File: config.mk
export PLATFORM = sky130hd
export DESIGN_NAME = mcpu_ram
export DESIGN_NICKNAME = d
export VERILOG_FILES = /design/src/sv/mcpu_pkg.sv /design/src/sv/mcpu_ram.sv
export SDC_FILE = /design/constraint.sdc
export NUM_CORES = 1
export LEC_CHECK = 0
export BUFFER_PORTS_ARGS = -buffer_cell sky130_fd_sc_hd__buf_4
export CAP_MARGIN = 0
export CORE_MARGIN = 5
export CORE_UTILIZATION = 40
export CTS_BUF_LIST = sky130_fd_sc_hd__clkbuf_4 sky130_fd_sc_hd__clkbuf_8 sky130_fd_sc_hd__clkbuf_16
export DETAILED_ROUTE_END_ITERATION = 10
export HOLD_SLACK_MARGIN = 0.02
export RECOVER_POWER = 50
export SETUP_SLACK_MARGIN = 0.2
export SYNTH_ARGS = -nofsm -noshare
export SYNTH_HDL_FRONTEND = slang
export SYNTH_SLANG_ARGS = --single-unit
File: constraint.sdc
create_clock -name clock -period 1.5 [get_ports clock]
set_input_delay 0 -clock clock [delete_from_list [all_inputs] [get_ports clock]]
set_output_delay 0 -clock clock [all_outputs]
set_load 0.02 [all_outputs]
File: src/sv/mcpu_pkg.sv
// shared types and constants for the microcoded 8-bit cpu step block
// no dependencies; used by every module under sv/

package mcpu_pkg;

   localparam int MEM_DEPTH_DEF = 16;   // default byte memory depth
   localparam int MEM_ADDR_MAX_W = 8;   // widest byte memory index (256 entries)
   localparam int CS_ADDR_W = 10;       // control store index width
   localparam int CS_DATA_W = 16;       // control word width
   localparam int WRAP_STEPS = 6;       // 10-bit address over depth >= 16 leaves a 6-bit quotient
   localparam logic [2:0] STEP_LAST = 3'd4;

   typedef enum logic [1:0] {
      ACT_TICK   = 2'd0,
      ACT_CS_WR  = 2'd1,
      ACT_MEM_WR = 2'd2,
      ACT_NOP    = 2'd3
   } act_type;

   // control word, msb first
   typedef struct packed {
      logic hlt;
      logic mi;
      logic ri;
      logic ro;
      logic io;
      logic ii;
      logic ai;
      logic ao;
      logic eo;
      logic su;
      logic bi;
      logic oi;
      logic ce;
      logic co;
      logic j;
      logic fi;
   } cw_type;

   typedef struct packed {
      logic                   en;
      logic [CS_ADDR_W-1:0]   addr;
      logic [CS_DATA_W-1:0]   data;
   } cs_wr_type;

   typedef struct packed {
      logic                      en;
      logic [MEM_ADDR_MAX_W-1:0] addr;
      logic [7:0]                data;
   } ram_wr_type;

   typedef struct packed {
      logic       out_valid;
      logic [7:0] out_value;
      logic       halted;
      logic [7:0] pc_now;
   } rsp_type;

   // address mod depth by restoring subtraction, depth known at elaboration
   function automatic logic [15:0] wrap_index(logic [15:0] addr, int depth);
      logic [15:0] rem;
      logic [15:0] sub_val;
      rem = addr;
      for (int k = WRAP_STEPS - 1; k >= 0; k--) begin
         sub_val = 16'(depth << k);
         if (rem >= sub_val) begin
            rem = rem - sub_val;
         end
      end
      return rem;
   endfunction

endpackage

File: src/sv/mcpu_ram.sv
// byte memory of MEM_DEPTH entries, synchronous read with a registered output
// uses mcpu_pkg for the write port struct

module mcpu_ram #(
   parameter int MEM_DEPTH = mcpu_pkg::MEM_DEPTH_DEF
) (
   input  logic                                    clock,
   input  mcpu_pkg::ram_wr_type                    wr,
   input  logic                                    rd_en,
   input  logic [mcpu_pkg::MEM_ADDR_MAX_W-1:0]     rd_addr,
   output logic [7:0]                              rd_data
);

   localparam int ADDR_W = $clog2(MEM_DEPTH);

   logic [7:0] mem [MEM_DEPTH];
   logic [7:0] rd_data_ff;

   always_ff @(posedge clock) begin
      if (wr.en) begin
         mem[wr.addr[ADDR_W-1:0]] <= wr.data;
      end
      if (rd_en) begin
         rd_data_ff <= mem[rd_addr[ADDR_W-1:0]];
      end
   end

   assign rd_data = rd_data_ff;

endmodule

==> results by group <==
Outcome
  – Status: completed

Synth
  – Sequential area share after synthesis: 78.12%
  – Yosys cell types: 18
  – Yosys warns: 0
  – Mapped cell area: 5228 sq um
  – Syn Inst Count: 229
  – Mean post-synth cell area: 22.83 sq um
  – Synthesized net count: 256
  – Seq cells post-synth: 136

Place
  – Post-DP HPWL: 6.447 mm
  – I/O Buffers: 26
  – Gpl congestion: 0.7572

Detailed routing
  – Uppermost layer routed: met4
  – DRC errors left: 0
  – First drt pass iteration count: 4
  – M1 WL: 4.582 mm
  – Routed WL per cell: 21.51 um
  – Metal2 WL: 5.092 mm
  – DRT iter0 DRCs: 197
  – Vias post-DR: 2502
  – Detailed Route WL: 10.39 mm
  – Via density: 5.180
  – DR WL met3: 571 um
  – Final ANT Viol Nets: 0

Clocking
  – Htree depth: 4
  – Worst-path clk slew: 0.06 ns
  – Worst skew pair latency: 0.41 ns
  – CTS tree: yes
  – CTS Root Cell: clkbuf_16
  – Total CTS buffers: 17
  – Max Root-Sink Buffers: 2
  – Total setup buffers inserted after CTS: 0
  – Clk sinks: 136

GRT
  – Total grt overflow: 0
  – Initial antenna violation count: 0
  – Vias in the first global route: 2639
  – Pin count of the biggest net entering global routing: 22
  – GRT Overall Usage: 14.31%
  – First-pass GRT wire length: 16.29 mm

Finish
  – N_diodes: 0
  – Layout fillers: 1067
  – Share of cells above drive strength 1: 31.83%
  – Layout net count: 325
  – Area added between synthesis and finish: 23.84%

Timing
  – Slew headroom: 51.62%
  – Ratio of final minimum period to clock period: 98.38%
  – Worst-margin pin slew: 0.7257 ns
  – Max Slew Vio Count: 0
  – Setup violators final: 0
  – Max Fclk: 677.7 MHz
  – RSZ-0062 raised after global routing: yes
  – Final hold slack: 0.1154 ns
  – Setup Skew: 0.007004 ns
  – Endpoints failing hold: 0
  – Min Tclk post-route: 1.476 ns

Power and ir drop
  – Clk pwr share: 48.2%
  – Reg power frac: 46.7%
  – Sw Share: 19.19%
  – Peak VDD IR: 939.3 uV
  – Int Pwr: 7448 uW
  – Pwr dens: 1424 nW/um^2
  – Pleak: 0.002156 uW
  – Psw: 1769 uW
  – Total power: 9217 uW
  – Logic pwr share: 5.1%

Setup path
  – Worst-path fanout max: 1
  – Critical path class: reg -> reg
  – CP required: 1.65 ns
  – Worst Path Arrival: 1.63 ns
  – R2r setup slk: 0.02 ns
  – Startpoint types: flip-flop
  – Setup crit start: mem[0][3]
  – CP endpoint kind: flip-flop
  – Worst r2r src: mem[0][3]

Hold path
  – Worst hold path type: in -> reg
  – HP Start: wr[9]

Floorplan
  – I/O pin count: 35
  – Cell row count: 41
  – Die W: 124.3 um
  – Die Y: 124.3 um
  – Core Area: 12720 sq um
  – Initial Util: 41.09%
  – Die area: 15460 sq um

Run
  – Max-cap violation count: 0
power groups by stage:
| stage | Combinational (uW) | Sequential [uW] | Clock, uW |
|---|---|---|---|
| final | 470 | 4310 | 4440 |
| after global routing | 512 | 4310 | 4700 |
| after CTS | 486 | 4310 | 4510 |
| after detailed placement | 462 | 4380 | 0 |
| after global placement | 453 | 4380 | 0 |
| after floorplan | 217 | 4400 | 0 |
Yosys cell counts, drive strengths merged:
cell | instances | area [sq um]
nor2 | 13 | 48.80
mux4 | 32 | 773.2
nand3 | 1 | 5.000
edfxtp | 136 | 4084
nand2 | 9 | 33.78
and2b | 1 | 7.510
buf | 7 | 56.30
nand2b | 2 | 12.51
clkdlybuf4s25 | 3 | 30.03
or3b | 1 | 8.760
nand3b | 2 | 15.01
a22oi | 16 | 120.1
and2 | 1 | 6.260
nor2b | 1 | 6.260
nor3 | 4 | 20.02
cell families (layout without fill, tap and decap cells):
family	Yosys count	after routing	share of synthesized area, %
AOI/OAI and AO/OA	16	16	2.298
buffers and inverters	10	92	1.651
DFF	136	136	78.12
muxes	32	32	14.79
and+or+nand+nor	35	35	3.136
worst max-delay path, stage by stage (launching register included):
cell and delay [ns]:
edfxtp_1 0.39, mux4_2 0.48, a22oi_2 0.16, buf_4 0.15, nand2_2 0.04
what timing repair did:
| action | 4_1_cts | 5_1_grt |
|---|---|---|
| endpoints found under the hold margin | 136 | 0 |
| resized for setup | 4 | 6 |
| endpoints found under the setup margin | 8 | 8 |
| pin swaps | 0 | 4 |
| hold buffers | 9 | 0 |
flip-flops by register name, summed over array words and instances, names as in the netlist:
| register | cells |
|---|---|
| rd_data | 8 |
| mem | 128 |
per-layer routing:
layer / vias to the layer above / global-route usage, %
li1: 1124 / -
met1: 1288 / 19.50
met2: 77 / 22.49
met3: 13 / 3.002
met4: 0 / 5.996
met5: - / 0
cells in the final DEF, fill, tap and decap left out, types with 2 or more instances in the layout:
| cell | Yosys | layout |
|---|---|---|
| edfxtp_1 | 136 | 136 |
| nand2b_1 | 2 | 2 |
| a22oi_2 | 0 | 5 |
| clkbuf_1 | 0 | 13 |
| bufinv_16 | 0 | 5 |
| mux4_2 | 18 | 22 |
| clkinv_2 | 0 | 4 |
| dlygate4sd3_1 | 0 | 9 |
| nand2_1 | 9 | 8 |
| clkinvlp_4 | 0 | 3 |
| buf_12 | 0 | 3 |
| clkbuf_16 | 0 | 17 |
| nor2_1 | 13 | 13 |
| a22oi_1 | 16 | 11 |
| nor3_1 | 4 | 3 |
| nand3b_1 | 2 | 2 |
| buf_4 | 1 | 35 |
| mux4_1 | 14 | 10 |
cell type report:
| class | instances | area (sq um) | share of cell area, % |
|---|---|---|---|
| sequential | 136 | 4084 | 63.08 |
| clock buffer | 18 | 432.9 | 6.687 |
| multi-input combinational | 83 | 1075 | 16.60 |
| tap | 172 | 215.2 | 3.324 |
| timing repair buffer | 60 | 461.7 | 7.132 |
| clock inverter | 14 | 205.2 | 3.170 |
through the flow:
stage                TNS [ns]  std cells  utilization (%)  cell area, sq um  worst slack (ns)
finish                      0        483            50.89              6474           0.02435
global route        -0.006280        483            50.89              6474         -0.006280
CTS                         0        483            51.19              6513          0.003389
detailed placement    -0.1059        442            45.45              5782          -0.07463
global placement      -0.1294        442            45.45              5782          -0.09530
floorplan                   0        229                -              5233            0.2024
worst paths after layout:
| path | end | cells after the start |
|---|---|---|
| min | mem[0][7] | 3 |
| max | rd_data[3] | 4 |
| min reg2reg | rd_data[5] | 3 |
| max reg2reg | rd_data[3] | 4 |
Note: power is estimated with default switching activity, not from simulation.
