### config.mk
export PLATFORM = sky130hd
export DESIGN_NAME = mcpu_core
export DESIGN_NICKNAME = d
export VERILOG_FILES = /design/src/sv/mcpu_pkg.sv /design/src/sv/mcpu_core.sv
export SDC_FILE = /design/constraint.sdc
export NUM_CORES = 1
export LEC_CHECK = 0
export ABC_CLOCK_PERIOD_IN_PS = 9500
export BUFFER_PORTS_ARGS = -buffer_cell sky130_fd_sc_hd__buf_2
export CAP_MARGIN = 20
export CORE_ASPECT_RATIO = 0.8
export CORE_MARGIN = 3
export CORE_UTILIZATION = 54
export CTS_BUF_LIST = sky130_fd_sc_hd__clkbuf_4 sky130_fd_sc_hd__clkbuf_8 sky130_fd_sc_hd__clkbuf_16
export DETAILED_ROUTE_END_ITERATION = 8
export GPL_ROUTABILITY_DRIVEN = 1
export PLACE_DENSITY = 0.83
export SETUP_SLACK_MARGIN = 0.2
export SYNTH_ARGS = -nofsm -noshare
export SYNTH_HDL_FRONTEND = slang
export SYNTH_SLANG_ARGS = --single-unit
### constraint.sdc
create_clock -name clock -period 9.5 [get_ports clock]
set_input_delay 1.425 -clock clock [delete_from_list [all_inputs] [get_ports clock]]
set_output_delay 1.425 -clock clock [all_outputs]
set_load 0.01 [all_outputs]
### src/sv/mcpu_pkg.sv
// shared types and constants for the microcoded 8-bit cpu step block
// no dependencies; used by every module under sv/

package mcpu_pkg;

   localparam int MEM_DEPTH_DEF = 16;   // default byte memory depth
   localparam int MEM_ADDR_MAX_W = 8;   // widest byte memory index (256 entries)
   localparam int CS_ADDR_W = 10;       // control store index width
   localparam int CS_DATA_W = 16;       // control word width
   localparam int WRAP_STEPS = 6;       // 10-bit address over depth >= 16 leaves a 6-bit quotient
   localparam logic [2:0] STEP_LAST = 3'd4;

   typedef enum logic [1:0] {
      ACT_TICK   = 2'd0,
      ACT_CS_WR  = 2'd1,
      ACT_MEM_WR = 2'd2,
      ACT_NOP    = 2'd3
   } act_type;

   // control word, msb first
   typedef struct packed {
      logic hlt;
      logic mi;
      logic ri;
      logic ro;
      logic io;
      logic ii;
      logic ai;
      logic ao;
      logic eo;
      logic su;
      logic bi;
      logic oi;
      logic ce;
      logic co;
      logic j;
      logic fi;
   } cw_type;

   typedef struct packed {
      logic                   en;
      logic [CS_ADDR_W-1:0]   addr;
      logic [CS_DATA_W-1:0]   data;
   } cs_wr_type;

   typedef struct packed {
      logic                      en;
      logic [MEM_ADDR_MAX_W-1:0] addr;
      logic [7:0]                data;
   } ram_wr_type;

   typedef struct packed {
      logic       out_valid;
      logic [7:0] out_value;
      logic       halted;
      logic [7:0] pc_now;
   } rsp_type;

   // address mod depth by restoring subtraction, depth known at elaboration
   function automatic logic [15:0] wrap_index(logic [15:0] addr, int depth);
      logic [15:0] rem;
      logic [15:0] sub_val;
      rem = addr;
      for (int k = WRAP_STEPS - 1; k >= 0; k--) begin
         sub_val = 16'(depth << k);
         if (rem >= sub_val) begin
            rem = rem - sub_val;
         end
      end
      return rem;
   endfunction

endpackage

### src/sv/mcpu_core.sv
// architectural registers, bus, alu and sinks of the microcoded cpu
// uses mcpu_pkg; drives the read and write ports of mcpu_cstore and mcpu_ram

module mcpu_core #(
   parameter int MEM_DEPTH = mcpu_pkg::MEM_DEPTH_DEF
) (
   input  logic                                 clock,
   input  logic                                 reset,
   input  logic                                 exec,
   input  mcpu_pkg::act_type                    act,
   input  logic [9:0]                           load_address,
   input  logic [15:0]                          load_data,
   input  logic [mcpu_pkg::CS_DATA_W-1:0]       cs_rd_data,
   input  logic [7:0]                           ram_rd_data,
   output logic [mcpu_pkg::CS_ADDR_W-1:0]       cs_rd_addr,
   output logic [mcpu_pkg::MEM_ADDR_MAX_W-1:0]  ram_rd_addr,
   output mcpu_pkg::cs_wr_type                  cs_wr,
   output mcpu_pkg::ram_wr_type                 ram_wr,
   output mcpu_pkg::rsp_type                    rsp
);

   logic [7:0] a_ff, a_in;
   logic [7:0] b_ff, b_in;
   logic [7:0] mar_ff, mar_in;
   logic [2:0] step_ff, step_in;
   logic [7:0] ir_ff, ir_in;
   logic [7:0] pc_ff, pc_in;
   logic       carry_ff, carry_in;
   logic       zero_ff, zero_in;
   logic       halt_ff, halt_in;

   mcpu_pkg::cw_type cw;
   logic        run;
   logic [7:0]  pc_inc;
   logic [7:0]  b_op;
   logic [8:0]  sum;
   logic [7:0]  bus;
   logic [15:0] mar_wrap;
   logic [15:0] ld_wrap;

   assign cw = mcpu_pkg::cw_type'(cs_rd_data);
   assign run = exec && (act == mcpu_pkg::ACT_TICK) && !halt_ff;

   // next micro step address from the current state, bit 7 always clear
   assign cs_rd_addr = {zero_ff, carry_ff, 1'b0, ir_ff[7:4], step_ff};

   assign mar_wrap = mcpu_pkg::wrap_index({8'd0, mar_ff}, MEM_DEPTH);
   assign ld_wrap  = mcpu_pkg::wrap_index({6'd0, load_address}, MEM_DEPTH);
   assign ram_rd_addr = mar_wrap[mcpu_pkg::MEM_ADDR_MAX_W-1:0];

   assign pc_inc = cw.ce ? 8'(pc_ff + 8'd1) : pc_ff;
   assign b_op   = cw.su ? 8'(~b_ff + 8'd1) : b_ff;
   assign sum    = {1'b0, a_ff} + {1'b0, b_op};

   always_comb begin
      priority if (cw.co) begin
         bus = pc_inc;
      end else if (cw.eo) begin
         bus = sum[7:0];
      end else if (cw.ao) begin
         bus = a_ff;
      end else if (cw.io) begin
         bus = {4'd0, ir_ff[3:0]};
      end else if (cw.ro) begin
         bus = ram_rd_data;
      end else begin
         bus = 8'd0;
      end
   end

   always_comb begin
      a_in     = a_ff;
      b_in     = b_ff;
      mar_in   = mar_ff;
      step_in  = step_ff;
      ir_in    = ir_ff;
      pc_in    = pc_ff;
      carry_in = carry_ff;
      zero_in  = zero_ff;
      halt_in  = halt_ff;
      if (run) begin
         pc_in = cw.j ? bus : pc_inc;
         if (cw.hlt) begin
            halt_in = 1'b1;
         end
         // flags only follow the alu when it drives the bus
         if (!cw.co && cw.eo && cw.fi) begin
            zero_in  = (sum[7:0] == 8'd0);
            carry_in = sum[8];
         end
         if (cw.bi) begin
            b_in = bus;
         end
         if (cw.ai) begin
            a_in = bus;
         end
         if (cw.ii) begin
            ir_in = bus;
         end
         if (cw.mi) begin
            mar_in = bus;
         end
         step_in = (step_ff >= mcpu_pkg::STEP_LAST) ? 3'd0 : 3'(step_ff + 3'd1);
      end
   end

   always_comb begin
      cs_wr.en   = exec && (act == mcpu_pkg::ACT_CS_WR);
      cs_wr.addr = load_address;
      cs_wr.data = load_data;

      // ram in uses the address register from before this step
      if (act == mcpu_pkg::ACT_MEM_WR) begin
         ram_wr.en   = exec;
         ram_wr.addr = ld_wrap[mcpu_pkg::MEM_ADDR_MAX_W-1:0];
         ram_wr.data = load_data[7:0];
      end else begin
         ram_wr.en   = run && cw.ri;
         ram_wr.addr = mar_wrap[mcpu_pkg::MEM_ADDR_MAX_W-1:0];
         ram_wr.data = bus;
      end

      rsp.out_valid = run && cw.oi;
      rsp.out_value = (run && cw.oi) ? bus : 8'd0;
      rsp.halted    = halt_in;
      rsp.pc_now    = pc_in;
   end

   always_ff @(posedge clock) begin
      if (reset) begin
         a_ff     <= 8'd0;
         b_ff     <= 8'd0;
         mar_ff   <= 8'd0;
         step_ff  <= 3'd0;
         ir_ff    <= 8'd0;
         pc_ff    <= 8'd0;
         carry_ff <= 1'b0;
         zero_ff  <= 1'b0;
         halt_ff  <= 1'b0;
      end else if (exec) begin
         a_ff     <= a_in;
         b_ff     <= b_in;
         mar_ff   <= mar_in;
         step_ff  <= step_in;
         ir_ff    <= ir_in;
         pc_ff    <= pc_in;
         carry_ff <= carry_in;
         zero_ff  <= zero_in;
         halt_ff  <= halt_in;
      end
   end

   // a halted machine keeps its state
   a_halt_frozen: assert property (@(posedge clock) disable iff (reset)
      halt_ff |=> halt_ff && $stable(pc_ff) && $stable(a_ff) && $stable(step_ff))
      else $error("state changed after halt");

   a_step_range: assert property (@(posedge clock) disable iff (reset)
      step_ff <= mcpu_pkg::STEP_LAST)
      else $error("micro step out of range");

   a_step_moves: assert property (@(posedge clock) disable iff (reset)
      run |=> step_ff != $past(step_ff))
      else $error("micro step did not advance on a tick");

   a_out_on_tick: assert property (@(posedge clock) disable iff (reset)
      rsp.out_valid |-> exec && (act == mcpu_pkg::ACT_TICK) && !halt_ff && cw.oi)
      else $error("output latched outside a running tick");

endmodule

==> results.toml, run 1 <==
[status]
status = "finished, final reports clean"

[synth]
netlist_area_sq_um = 4680
ys_seq_elements = 45
ys.flop_type = "dfxtp_1"
synth-edff-count = 0
syn_avg_cell_area_sq_um = 6.88
synth_area_leader_cell = "dfxtp_1"
synth_area_leaders = "dfxtp_1 19%, nand2_1 8.3%, ha_1 8.3%"
ys_seq_area_frac = 0.193
ys_warn_count = 0
synth_cells = 680
synthDistinctLibCells = 69
async_reset_ff_frac = 0
synth_top_area_share = 0.193

[placed_design]
io_buffers = 115
dp_slack_ps = 787
place.gp.congestion = 1.01
dp_hpwl_microns = 10200

[floorplan]
die_area_sq_um = 9830
top_level_ports = 135
start_util = 0.573
num_rows = 29
core_sq_um = 8160
die_w_microns = 110
die_height_microns = 89.3

[global_route]
overflow = 0
grt_first_pass_wirelength_microns = 21000
grt_pass1_vias = 4505
antenna_found_initial = 0
grt_max_degree = 46
grtUsageTotal = 0.264

[sta]
setup_tns_ps = 0
slew_violations = 0
skew_ps = 8.16
period_needed_ps = 8810
setup_violations = 0
fmax_ghz = 0.114
period_share = 0.927
maxSlewHeadroom = 0.391
worst_slew_pin_slew_ps = 914
hold_viol = 0
rsz0062_at_grt = "false"
setup_slack_ps = 690

[detailed_routing]
vias = 4974
route.detailed.drc = 0
wl_microns = 13200
via_per_inst = 5.88
wl_per_cell_microns = 15.6
drt_iter0_drc = 393
drtAntennaViolNets = 0
drt_first_pass_iters = 5

[cts]
clk_pin_slew_ps = 90
post_cts_resized = 0
cts_hold_buf = 0
clk_latency_ps = 310
cts_buffers = 5
cts_sinks = 45
cts_root_buf = "clkbuf_8"
cts_tree = "yes"
h-tree-depth = 2
post_cts.repair.setup_buffers = 0
clk_path_buf_depth = 2

[setup_path]
cp_slowest_stage_delay_ps = 650
path_common_cell = "ha_1"
crit_fanout = 12
path_buf_inv = 4
worstSetupPathType = "in -> out"
critical_path.top_delay_family = "simple AND/OR/NAND/NOR gates"
start_kind = "input pin"
crit_arrival_ps = 7380
end_kind = "output port"
crit_required_ps = 8080
slowest_stage = "or4bb_1"
path_cells = "buf_2 -> inv_1 -> ha_1 -> ha_1 -> or4bb_1 -> o31ai_1 -> or2_1 -> nor2_1 -> inv_1 -> ha_1 -> or3b_1 -> nor3_2 -> o311ai_1 -> nor4_2 -> or2_2 -> ha_1 -> nand2_1 -> or3_1 -> nor4b_1 -> o211ai_2 -> xnor2_1 -> o21ai_1 -> buf_2"

[power]
power_density_nw_per_um2 = 95.3
power_frac_clock = 0.257
p_seq_frac = 0.405
combPwrFrac = 0.338
p_leak_nw = 2.29
p_int_uw = 311
net-switching-power_uw = 174
ir_drop_uv = 76.9
p_sw_frac = 0.358
finalPower_uw = 485

[min_path]
hold_path.class = "reg -> reg"

[layout]
drive_gt1_frac = 0.191
final_common_cell = "buf_2"
final_nets = 825
layout_common_cells = "115 x buf_2, 104 x nand2_1, 76 x nor2_1"
n_antenna_cell = 0
area_delta_synth_final_pct = 8.80

[run]
drv_cap = 0
through the flow:
stage | util | hold slack [ps] | std cells | cell area (sq um)
floorplan | - | 436 | 690 | 4720
global placement | 0.612 | 447 | 838 | 4990
detailed placement | 0.612 | 446 | 838 | 4990
CTS | 0.623 | 459 | 845 | 5080
global route | 0.624 | 474 | 846 | 5090
finish | 0.624 | 458 | 846 | 5090
tightest hold or removal path, stage by stage (launching register included):
cell and delay, ps:
dfxtp_1 320, nand2_1 50, a21oi_1 50
area by class of cell:
class                   instances  area, sq um
clock buffers                   6         82.6
clock inverters                 1         7.51
fillers                       771         3070
inverters                      35          131
multi-input cells             534         3240
flip-flops and latches         45          901
well taps                     108          135
repair buffers                117          591
cell usage after synthesis (7+ instances only):
cell type  count
buf_4         38
xnor2_1       22
dfxtp_1       45
a21oi_1       59
mux2i_1        7
o31ai_1        7
a21o_1         7
nor2b_1       15
o21ai_0       23
inv_1         35
nand2_1      104
ha_1          31
nor3_1        13
clkbuf_1      31
a31oi_1       11
and2_1        16
a211oi_1      19
nand3_1        9
nor2_1        76
or3_1          8
sequential cells by signal, summed over array words and instances, names as in the netlist:
signal    flops
mar_ff        7
halt_ff       1
pc_ff         8
zero_ff       1
ir_ff         8
step_ff       3
b_ff          8
a_ff          8
carry_ff      1
path summary, 6_finish.rpt:
check / startpoint / end / slack [ps] / cells after the start
setup reg to reg: b_ff[0] / pc_ff[6] / 5590 / 17
hold reg to reg: ir_ff[1] / ir_ff[1] / 460 / 2
setup / recovery: load_address[8] / ram_wr[12] / 690 / 23
hold / removal: ir_ff[1] / ir_ff[1] / 460 / 2
logic make-up after synthesis:
family / share of synthesized area
compound gates: 0.239
xor+xnor: 0.0468
fa+ha+maj: 0.0872
buf+inv: 0.122
flops: 0.193
mux: 0.0174
other cells: 0.00160
simple gates: 0.294
routing by layer:
metal,share of wire,GRT usage
met3,0.080,0.0448
met4,0.011,0.0657
met5,0,0
met2,0.45,0.430
met1,0.45,0.366
power by group through the flow:
stage               Sequential [mW]  Clock [mW]  Combinational, mW
floorplan                     0.200           0              0.120
global placement              0.201           0              0.156
detailed placement            0.201           0              0.160
CTS                           0.196       0.127              0.161
global route                  0.197       0.133              0.180
finish                        0.196       0.125              0.164
Note: power is estimated with default switching activity, not from simulation.
==> run 2: changes to the inputs <==
- CORE_MARGIN: 3 -> unset
==> run 2 against run 1 <==
  * Clock-buffer cell count unchanged
  * Combinational power barely moved
  * Register-to-register slack gained 360 ps
  * Sequential power barely moved
  * Clock skew is 3.7 ps higher
  * Critical path type unchanged
  * Largest cell class unchanged
==> results.toml, run 2 (same netlist as run 1, synthesis figures left out) <==
[sta]
maxSlewHeadroom = 0.244
slew_violations = 0
hold_viol = 0
skew_ps = 11.8
setup_violations = 0
period_needed_ps = 8820
rsz0062_at_grt = "false"
worst_slew_pin_slew_ps = 1130
setup_tns_ps = 0
period_share = 0.928
fmax_ghz = 0.113

[global_route]
grtUsageTotal = 0.276
grt_max_degree = 46
antenna_found_initial = 0
overflow = 0
grt_pass1_vias = 4312
grt_first_pass_wirelength_microns = 20200

[floorplan]
core_sq_um = 8160
top_level_ports = 135
start_util = 0.573
die_w_microns = 106
die_area_sq_um = 9040
die_height_microns = 85.3
num_rows = 29

[detailed_routing]
vias = 4925
route.detailed.drc = 0
wl_per_cell_microns = 15.1
drt_iter0_drc = 302
via_per_inst = 5.81
drtAntennaViolNets = 0
wl_microns = 12800
drt_first_pass_iters = 5

[layout]
finish.instance_area_sq_um = 5120
fillers = 752
final_nets = 826
area_delta_synth_final_pct = 9.49
final_common_cell = "buf_2"
layoutNonFillerInstCount = 848
drive_gt1_frac = 0.193
layout_common_cells = "115 x buf_2, 104 x nand2_1, 76 x nor2_1"
n_antenna_cell = 0

[setup_path]
worstRegToRegCells = 16
reg2reg_slack_ps = 5950
end_kind = "output port"
endpoint = "ram_wr[14]"
startpoint = "load_address[8]"
reg2reg_from = "b_ff[0]"
start_kind = "input pin"
r2r-end = "pc_ff[7]"
crit_fanout = 12
crit_required_ps = 8080
crit_arrival_ps = 7390
worstSetupPathType = "in -> out"

[cts]
h-tree-depth = 2
cts_buffers = 5
post_cts_resized = 0
clk_pin_slew_ps = 80
cts_root_buf = "clkbuf_8"
cts_tree = "yes"
cts_hold_buf = 0
cts_sinks = 45
clk_latency_ps = 310
post_cts.repair.setup_buffers = 0
clk_path_buf_depth = 2

[run]
drv_cap = 0

[status]
status = "finished, final reports clean"

[power]
power_density_nw_per_um2 = 99.2
p_leak_nw = 2.31
finalPower_uw = 508
ir_drop_uv = 73.5

[placed_design]
io_buffers = 115
dp.cells = 840
dp_hpwl_microns = 10000
place.gp.congestion = 0.981
dpl_cell_area_sq_um = 5010

[min_path]
hold_path.class = "reg -> reg"
-- run 2: critical path: stages --
cell and delay [ps]:
buf_2 160, inv_1 120, ha_1 230, ha_1 310, or4bb_1 650, o31ai_1 300, or2_1 330, nor2_1 110
inv_1 110, ha_1 220, or3b_1 500, nor3_2 310, o311ai_1 210, nor4_2 460, or2_2 230, ha_1 190
nand2_1 70, or3_1 350, nor4b_1 440, o211ai_2 230, o211ai_1 150, a31oi_1 100, buf_2 200
-- run 2: cell type report --
| cell class | instances | area, sq um | area share |
|---|---|---|---|
| Tap cell | 108 | 135 | 0.0264 |
| Clock buffer | 6 | 76.3 | 0.0149 |
| Inverter | 35 | 131 | 0.0256 |
| Timing Repair Buffer | 118 | 598 | 0.117 |
| Multi-Input combinational cell | 534 | 3240 | 0.633 |
| Sequential cell | 45 | 901 | 0.176 |
| Clock inverter | 2 | 38.8 | 0.00757 |
-- run 2: worst min-delay path by stage --
stage / cells after the start / to / slack, ps / startpoint
after floorplan: 2 / ir_ff[1] / 440 / ir_ff[1]
after global placement: 2 / ir_ff[2] / 450 / ir_ff[2]
after detailed placement: 2 / ir_ff[1] / 450 / ir_ff[1]
after CTS: 2 / ir_ff[1] / 460 / ir_ff[1]
after global routing: 2 / ir_ff[0] / 490 / ir_ff[0]
final: 2 / ir_ff[1] / 460 / ir_ff[1]
-- run 2: stage by stage --
step / setup WS (ps) / hold WS (ps) / utilization
4_1_cts: 752 / 462 / 0.628
5_1_grt: 239 / 487 / 0.628
2_1_floorplan: 1810 / 436 / -
3_3_place_gp: 1040 / 449 / 0.613
3_5_place_dp: 772 / 450 / 0.613
6_report: 680 / 463 / 0.628
-- run 2: routing by layer --
metal  up-vias  routed length, microns  part of all wire  track usage
li1       2427                       -                 -            -
met2       215                    5720              0.45        0.447
met5         -                       0                 0            0
met3        23                    1110             0.087       0.0530
met1      2260                    5860              0.46        0.379
met4         0                     157             0.012       0.0644
-- run 2: where the power goes --
part           internal (mW)  switching, mW  leakage, nW
Clock                 0.0819         0.0668       0.0588
Combinational         0.0618          0.101         1.89
Sequential             0.192        0.00398        0.364
==> run 3: changes to the inputs <==
- ABC_CLOCK_PERIOD_IN_PS: 9500 -> 7080
- CORE_UTILIZATION: 54 -> 48
- PLACE_DENSITY: 0.83 -> 0.78
- clock period: 9.5 -> 7.08 ns (I/O delays scaled with it)
==> run 3 against run 2 <==
  * Total power up 47%
  * Die area up 12%
  * Flip-flop and latch count unchanged
  * Clock-buffer cell count down 1
  * Sequential share of layout area down 1.1 points
  * Worst hold slack worse by 4.3 ps
  * Final cell count up 3.1%
  * Non-clock buffer count up 19
  * Clock skew down 4.7 ps
  * Setup slack worse by 320 ps
  * Critical path depth down 1
  * Clock power up 62%
  * Largest cell class unchanged
==> results.toml, run 3 (same netlist as run 1, synthesis figures left out) <==
[global_route]
grt_max_degree = 46
overflow = 0
grtUsageTotal = 0.269
grt_pass1_vias = 4574
antenna_found_initial = 0
grt_first_pass_wirelength_microns = 22400

[cts]
cts_sinks = 45
cts_tree = "yes"
cts_root_buf = "clkbuf_16"
h-tree-depth = 2
cts_buffers = 5
clk_pin_slew_ps = 70
cts_hold_buf = 0
clk_latency_ps = 290
clk_path_buf_depth = 2

[sta]
fmax_ghz = 0.149
timing.hold.ws_ps = 458
worst_slew_pin_slew_ps = 865
period_share = 0.949
period_needed_ps = 6720
setup_violations = 0
skew_ps = 7.17
maxSlewHeadroom = 0.423
hold_viol = 0
slew_violations = 0
setup_tns_ps = 0
rsz0062_at_grt = "false"

[detailed_routing]
drt_iter0_drc = 469
route.detailed.drc = 0
via_per_inst = 5.77
drtAntennaViolNets = 0
wl_per_cell_microns = 15.8
drt_first_pass_iters = 5
vias = 5044
wl_microns = 13800

[status]
status = "finished, final reports clean"

[power]
ir_drop_uv = 91.2
finalPower_uw = 748
power_density_nw_per_um2 = 137
p_leak_nw = 2.45

[floorplan]
die_area_sq_um = 10100
top_level_ports = 135
die_w_microns = 112
core_sq_um = 9270
die_height_microns = 90.3
start_util = 0.505
num_rows = 31

[placed_design]
dp_hpwl_microns = 10500
dp.cells = 862
place.gp.congestion = 0.918
io_buffers = 115

[min_path]
hold_path.class = "reg -> reg"

[setup_path]
crit_required_ps = 6020
crit_arrival_ps = 5660
start_kind = "input pin"
worstSetupPathType = "in -> out"
crit_fanout = 12
end_kind = "output port"
reg2reg_slack_ps = 3620

[layout]
layout_common_cells = "115 x buf_2, 104 x nand2_1, 76 x nor2_1"
final_common_cell = "buf_2"
final_nets = 845
fin_util = 0.591
n_antenna_cell = 0
drive_gt1_frac = 0.246
fillers = 875
layoutNonFillerInstCount = 874
area_delta_synth_final_pct = 17.1

[run]
drv_cap = 0
## run 3: cell types whose count changed in the layout (fill, tap and decap cells not counted), sizes merged
cell / previous run / this run
buf: 118 / 137
bufinv: 1 / 0
clkbuf: 6 / 5
clkinvlp: 0 / 1
inv: 35 / 36
## run 3: repair_timing
action                                  4_1_cts  5_1_grt
gates resized for setup                      12       20
endpoints found under the setup margin        4        4
cloned                                        0        0
pin swaps                                     6       10
setup buffers                                 0        3
## run 3: cell type report
cell class,count,area (sq um),share of cell area
multi-input combinational,534,3410,0.623
sequential,45,901,0.164
timing repair buffer,137,741,0.135
tap,115,144,0.0263
inverter,35,131,0.0240
clock buffer,5,125,0.0228
clock inverter,3,25.0,0.00457
## run 3: through the flow
| stage | cell area, sq um | worst slack [ps] |
|---|---|---|
| 2_1_floorplan | 4720 | 273 |
| 3_3_place_gp | 5140 | 221 |
| 3_5_place_dp | 5140 | 15.2 |
| 4_1_cts | 5340 | 228 |
| 5_1_grt | 5480 | 190 |
| 6_report | 5480 | 360 |
## run 3: final timing paths
path                   start         end  cells after the start
min                 ir_ff[3]    ir_ff[3]                      2
max reg2reg          b_ff[0]     a_ff[7]                     17
min reg2reg         ir_ff[3]    ir_ff[3]                      2
max          load_address[8]  ram_wr[12]                     22
## run 3: worst max-delay path, stage by stage
cell and delay [ps]:
buf_2 90, inv_2 70, ha_4 170, ha_4 190, or4bb_4 550, buf_4 170
and2_1 230, a221o_1 360, a21oi_2 270, nor3_2 160, o31ai_4 190, o311ai_2 150
nor4_2 210, or2_4 190, ha_1 180, nand2_1 70, or3_1 400, nor4b_4 320
o211ai_2 190, xnor2_1 160, o21ai_1 110, buf_2 150
## run 3: per-layer routing
layer / GRT usage / vias up / wire length (microns)
met2: 0.416 / 178 / 6020
met3: 0.0356 / 30 / 818
met5: 0 / - / 0
met1: 0.391 / 2364 / 6660
li1: - / 2472 / -
met4: 0.0733 / 0 / 268
## run 3: power breakdown
group | switching (mW) | leakage [nW] | internal [mW]
clock network | 0.108 | 0.0704 | 0.133
registers | 0.00515 | 0.364 | 0.258
logic | 0.148 | 2.02 | 0.0960
